===== src/hdl/ppsa_pkg.sv =====
// Shared types, widths and codes of the preemptive priority scheduler with aging.
package ppsa_pkg;

    localparam int MAX_TASKS_DEF = 64;

    localparam int ARR_W  = 10;
    localparam int PRI_W  = 8;
    localparam int RUN_W  = 4;
    localparam int WAIT_W = 5;
    localparam int TICK_W = 12;
    localparam int ID_W   = 7;

    localparam logic [WAIT_W-1:0] THR_RESET = 5'd20;
    localparam logic [WAIT_W-1:0] WAIT_MAX  = 5'd31;

    localparam logic CMD_LOAD = 1'b0;
    localparam logic CMD_TICK = 1'b1;

    // One row of the task table.
    typedef struct packed {
        logic [ARR_W-1:0]  arr;
        logic [PRI_W-1:0]  pri;
        logic [RUN_W-1:0]  rem;
        logic [WAIT_W-1:0] wt;
    } t_entry;

    // Context that the sequencer hands to the entry unit for each row.
    typedef struct packed {
        logic              found;
        logic              is_chosen;
        logic [TICK_W-1:0] now;
        logic [WAIT_W-1:0] thr;
        logic [PRI_W-1:0]  best_pri;
    } t_alu_ctl;

    typedef enum logic [1:0] {
        ST_IDLE,
        ST_SELECT,
        ST_UPDATE,
        ST_REPORT
    } t_state;

endpackage


===== src/hdl/ppsa_alu.sv =====
// Shared per-row unit: readiness and priority compare, then service, wait and aging update.
module ppsa_alu import ppsa_pkg::*; (
    input  t_entry   i_entry,
    input  t_alu_ctl i_ctl,
    output logic     o_better,
    output t_entry   o_upd
);

    logic              rdy;
    logic [WAIT_W-1:0] thr_eff;
    logic [WAIT_W-1:0] wt_new;
    logic [RUN_W-1:0]  rem_new;

    always_comb begin
        rdy      = ({{(TICK_W-ARR_W){1'b0}}, i_entry.arr} <= i_ctl.now) &&
                   (i_entry.rem != '0);
        o_better = rdy && (!i_ctl.found || (i_entry.pri < i_ctl.best_pri));

        // A threshold of zero behaves as a threshold of one.
        thr_eff  = (i_ctl.thr == '0) ? WAIT_W'(1) : i_ctl.thr;

        if (i_ctl.is_chosen) begin
            rem_new = i_entry.rem - RUN_W'(1);
            wt_new  = '0;
        end else begin
            rem_new = i_entry.rem;
            if (i_ctl.found && rdy && (i_entry.wt != WAIT_MAX)) begin
                wt_new = i_entry.wt + WAIT_W'(1);
            end else begin
                wt_new = i_entry.wt;
            end
        end

        o_upd     = i_entry;
        o_upd.rem = rem_new;
        o_upd.wt  = wt_new;
        if ((rem_new != '0) && (wt_new >= thr_eff)) begin
            if (i_entry.pri != '0) begin
                o_upd.pri = i_entry.pri - PRI_W'(1);
            end
            o_upd.wt = '0;
        end
    end

endmodule


===== config.mk =====
export PLATFORM = sky130hd
export DESIGN_NAME = ppsa_alu
export DESIGN_NICKNAME = d
export VERILOG_FILES = /design/src/hdl/ppsa_pkg.sv /design/src/hdl/ppsa_alu.sv
export SDC_FILE = /design/constraint.sdc
export NUM_CORES = 1
export LEC_CHECK = 0
export BUFFER_PORTS_ARGS = -buffer_cell sky130_fd_sc_hd__clkbuf_2
export CORE_AREA = 4 4 55 57
export DETAILED_ROUTE_END_ITERATION = 10
export DIE_AREA = 0 0 59 61
export PLACE_DENSITY = 0.88
export REMOVE_ABC_BUFFERS = 1
export SYNTH_ARGS = -nofsm -noshare
export SYNTH_HDL_FRONTEND = slang
export SYNTH_SLANG_ARGS = --single-unit

===== constraint.sdc =====
create_clock -name vclk -period 10.18
set_clock_uncertainty 0.2 [all_clocks]
set_input_delay 2.036 -clock vclk [all_inputs]
set_output_delay 2.036 -clock vclk [all_outputs]
set_load 0.01 [all_outputs]

==> flow_summary.html <==
<table>
<tr><th>Metric</th><th>Value</th></tr>
<tr><th colspan="2">Timing</th></tr>
<tr><td>Maximum frequency from static timing analysis</td><td>between 100 and 150 MHz</td></tr>
<tr><td>Final Cycle Share</td><td>0.752</td></tr>
<tr><td>Final setup violation count</td><td>0</td></tr>
<tr><td>Count of final max-slew check failures</td><td>0</td></tr>
<tr><td>Actual transition at the worst max-transition pin</td><td>332 ps</td></tr>
<tr><td>Post-Route Setup TNS</td><td>0 ps</td></tr>
<tr><td>Setup repair after global routing missed its margin</td><td>false</td></tr>
<tr><td>Count of final hold-check violations</td><td>0</td></tr>
<tr><td>Worst rel slew slack</td><td>0.776</td></tr>
<tr><td>Worst hold slack after final layout</td><td>4080 ps</td></tr>
<tr><td>Final min period</td><td>7650 ps</td></tr>
<tr><th colspan="2">Die</th></tr>
<tr><td>Die outline area</td><td>between 0.003 and 0.004 mm2</td></tr>
<tr><td>Die width</td><td>59 um</td></tr>
<tr><td>Initial core utilization</td><td>0.470</td></tr>
<tr><td>Die Span Y</td><td>61 um</td></tr>
<tr><td>I/O pins</td><td>82</td></tr>
<tr><td>Core Rows</td><td>18</td></tr>
<tr><td>Core region area</td><td>0.00248 mm2</td></tr>
<tr><th colspan="2">Drt</th></tr>
<tr><td>Via count of the routed design</td><td>~1,400</td></tr>
<tr><td>Count of unresolved DRC violations after routing</td><td>0</td></tr>
<tr><td>Detailed-router iteration count before antenna repair</td><td>4</td></tr>
<tr><td>Iteration-0 DRC Markers</td><td>41</td></tr>
<tr><td>Detail-routed via count per cell</td><td>5.19</td></tr>
<tr><td>Routed wire length per instance</td><td>11.4 um</td></tr>
<tr><td>Count of antenna-violating nets left after detailed routing</td><td>0</td></tr>
<tr><td>Aggregate routed wire length</td><td>2980 um</td></tr>
<tr><th colspan="2">Yosys</th></tr>
<tr><td>Proportion of synthesized area in mux cells</td><td>0.0365</td></tr>
<tr><td>Seq/Total Area, Yosys</td><td>0</td></tr>
<tr><td>Count of different cell masters after synthesis</td><td>45</td></tr>
<tr><td>Area share of the largest cell type after synthesis</td><td>0.290</td></tr>
<tr><td>Synth Area in Compound Gates</td><td>0.275</td></tr>
<tr><td>Area share of xor/xnor cells in the synthesized design</td><td>0.0376</td></tr>
<tr><td>Main combinational cell family by area after synthesis</td><td>adder cells</td></tr>
<tr><td>Simple logic cell fraction of the synthesized area</td><td>0.192</td></tr>
<tr><td>Cell types with the largest area share after synthesis</td><td>sky130_fd_sc_hd__ha_1 29%, sky130_fd_sc_hd__inv_1 9.0%, sky130_fd_sc_hd__buf_4 6.4%</td></tr>
<tr><td>Cell taking the most area after synthesis</td><td>sky130_fd_sc_hd__ha_1</td></tr>
<tr><td>Mapped Area</td><td>0.00116 mm2</td></tr>
<tr><td>Count of yosys warnings during synthesis</td><td>0</td></tr>
<tr><td>Avg Synthesized Cell Area</td><td>7.19 um2</td></tr>
<tr><td>Post-synthesis cell count</td><td>162</td></tr>
<tr><td>Area share of fa/ha/maj cells after synthesis</td><td>0.290</td></tr>
<tr><th colspan="2">Global route</th></tr>
<tr><td>Number of antenna violations at the first check in global routing</td><td>0</td></tr>
<tr><td>Pin count of the biggest net entering global routing</td><td>13</td></tr>
<tr><td>Final global-route overflow total</td><td>0</td></tr>
<tr><td>Total routing usage reported by global routing</td><td>0.155</td></tr>
<tr><td>Wire length of the first global-routing pass</td><td>4690 um</td></tr>
<tr><td>Vias in the first global route</td><td>1,290</td></tr>
<tr><th colspan="2">Worst setup path</th></tr>
<tr><td>CP required</td><td>7940 ps</td></tr>
<tr><td>Crit path max-delay cell type</td><td>sky130_fd_sc_hd__or3_1</td></tr>
<tr><td>Largest delay share family, worst path</td><td>compound AO/OA/AOI/OAI gates</td></tr>
<tr><td>Critical path type</td><td>input port to output pin</td></tr>
<tr><td>Critical path endpoint category</td><td>output pin</td></tr>
<tr><td>Chain of cells forming the critical path</td><td>clkbuf_2 -&gt; ha_1 -&gt; a211o_1 -&gt; o2111ai_1 -&gt; o311ai_1 -&gt; o22a_1 -&gt; or3_1 -&gt; a21o_1 -&gt; ha_1 -&gt; nand2b_1 -&gt; a31oi_1 -&gt; o21ai_0 -&gt; nand2_2 -&gt; nor4_1 -&gt; mux2_1 -&gt; clkbuf_2</td></tr>
<tr><td>Crit path max fanout</td><td>11</td></tr>
<tr><td>Critical path startpoint</td><td>i_entry[22]</td></tr>
<tr><td>Bufs and invs on worst path</td><td>2</td></tr>
<tr><td>Max incr delay on CP</td><td>400 ps</td></tr>
<tr><td>Crit path DAT</td><td>between 5000 and 6000 ps</td></tr>
<tr><td>Startpoint type of the worst setup path</td><td>input port</td></tr>
<tr><th colspan="2">Finish</th></tr>
<tr><td>Sequential Area</td><td>0 um2</td></tr>
<tr><td>Commonest non-fill, non-tap cell in the layout</td><td>sky130_fd_sc_hd__clkbuf_2</td></tr>
<tr><td>Number of flip-flops and latches</td><td>0</td></tr>
<tr><td>Final-stage net count</td><td>315</td></tr>
<tr><td>N_diodes</td><td>0</td></tr>
<tr><td>Layout clock buffer count</td><td>0</td></tr>
<tr><td>Share of cells above drive strength 1</td><td>0.371</td></tr>
<tr><td>Area added between synthesis and finish</td><td>30.6%</td></tr>
<tr><td>Commonest cells after routing, fill and taps aside</td><td>82 x sky130_fd_sc_hd__clkbuf_2, 28 x sky130_fd_sc_hd__inv_1, 27 x sky130_fd_sc_hd__ha_1</td></tr>
<tr><th colspan="2">Status</th></tr>
<tr><td>Outcome</td><td>complete, no violations</td></tr>
<tr><th colspan="2">Clocking</th></tr>
<tr><td>Number of setup buffers added after CTS</td><td>0</td></tr>
<tr><td>Post-CTS Hold Buffers</td><td>0</td></tr>
<tr><td>Post-cts gate resize count</td><td>0</td></tr>
<tr><th colspan="2">Placed design</th></tr>
<tr><td>Detailed-placement wirelength estimate</td><td>2770 um</td></tr>
<tr><td>Global placement routability congestion</td><td>0.897</td></tr>
<tr><td>IO buf count</td><td>82</td></tr>
<tr><th colspan="2">Power</th></tr>
<tr><td>Power per cell area</td><td>42.2 mW/mm2</td></tr>
<tr><td>Leak</td><td>0.909 nW</td></tr>
<tr><td>Peak supply drop</td><td>0.0284 mV</td></tr>
<tr><th colspan="2">Run</th></tr>
<tr><td>Max-capacitance violation count</td><td>0</td></tr>
<tr><th colspan="2">Min path</th></tr>
<tr><td>Launch point of the worst hold path</td><td>i_entry[17]</td></tr>
<tr><td>End point of the worst hold path</td><td>o_upd[17]</td></tr>
<tr><td>Kind of path behind the tightest hold check</td><td>input port to output pin</td></tr>
<tr><td>Number of stages on the worst hold path</td><td>2</td></tr>
</table>
## metal layers
metal  vias to the layer above  global-route usage  share of wire
met1                       592               0.192           0.42
met3                         0             0.00851          0.076
met2                        46               0.311           0.50
met5                         -                   0              0
li1                        721                   -              -
met4                         0                   0              0
## worst max-delay path by stage
| stage | endpoint | depth (start not counted) |
|---|---|---|
| 2_1_floorplan | o_upd[11] | 15 |
| 4_1_cts | o_upd[12] | 16 |
| 3_5_place_dp | o_upd[12] | 16 |
| 5_1_grt | o_upd[12] | 17 |
| 3_3_place_gp | o_upd[16] | 16 |
| 6_report | o_upd[12] | 16 |
## through the flow
step	std cells	worst slack (ps)	power, mW	cell area (um2)	util
CTS	262	2510	0.0649	1520	0.614
global placement	262	2620	0.0628	1520	0.614
global route	262	2260	0.0728	1520	0.614
detailed placement	262	2510	0.0646	1520	0.614
floorplan	150	2930	0.0347	1070	-
finish	262	2530	0.0642	1520	0.614
## logic make-up (layout without fill, tap and decap cells)
group           Yosys count  in the layout
compound gates           49             49
buf+inv                  40            110
mux                       4              4
simple gates             37             37
fa+ha+maj                27             27
xor+xnor                  5              5
## power by group
group | leakage [nW] | internal (mW) | switching [mW]
combinational | 0.909 | 0.0300 | 0.0341
clock | 0 | 0 | 0
sequential | 0 | 0 | 0
total | 0.909 | 0.0300 | 0.0341
## synthesized netlist by cell type, drive strengths merged, types with 2 or more instances
| cell type | count |
|---|---|
| nand3 | 4 |
| a21o | 2 |
| nand2 | 8 |
| mux2i | 2 |
| nor4 | 2 |
| xor2 | 2 |
| ha | 27 |
| and3 | 3 |
| buf | 12 |
| nor3 | 2 |
| a21boi | 5 |
| or3b | 3 |
| nand2b | 3 |
| a21oi | 14 |
| o31ai | 3 |
| mux2 | 2 |
| nor2b | 3 |
| xnor2 | 3 |
| o41ai | 2 |
| nor2 | 2 |
| inv | 28 |
| o21ai | 11 |
| or3 | 3 |
## cell type report
type,count,area [um2]
Tap cell,30,37.5
Inverter,28,105
Fill cell,253,956
Timing Repair Buffer,82,410
Multi-Input combinational cell,122,968
No activity file was read; power rests on OpenSTA's default activity.
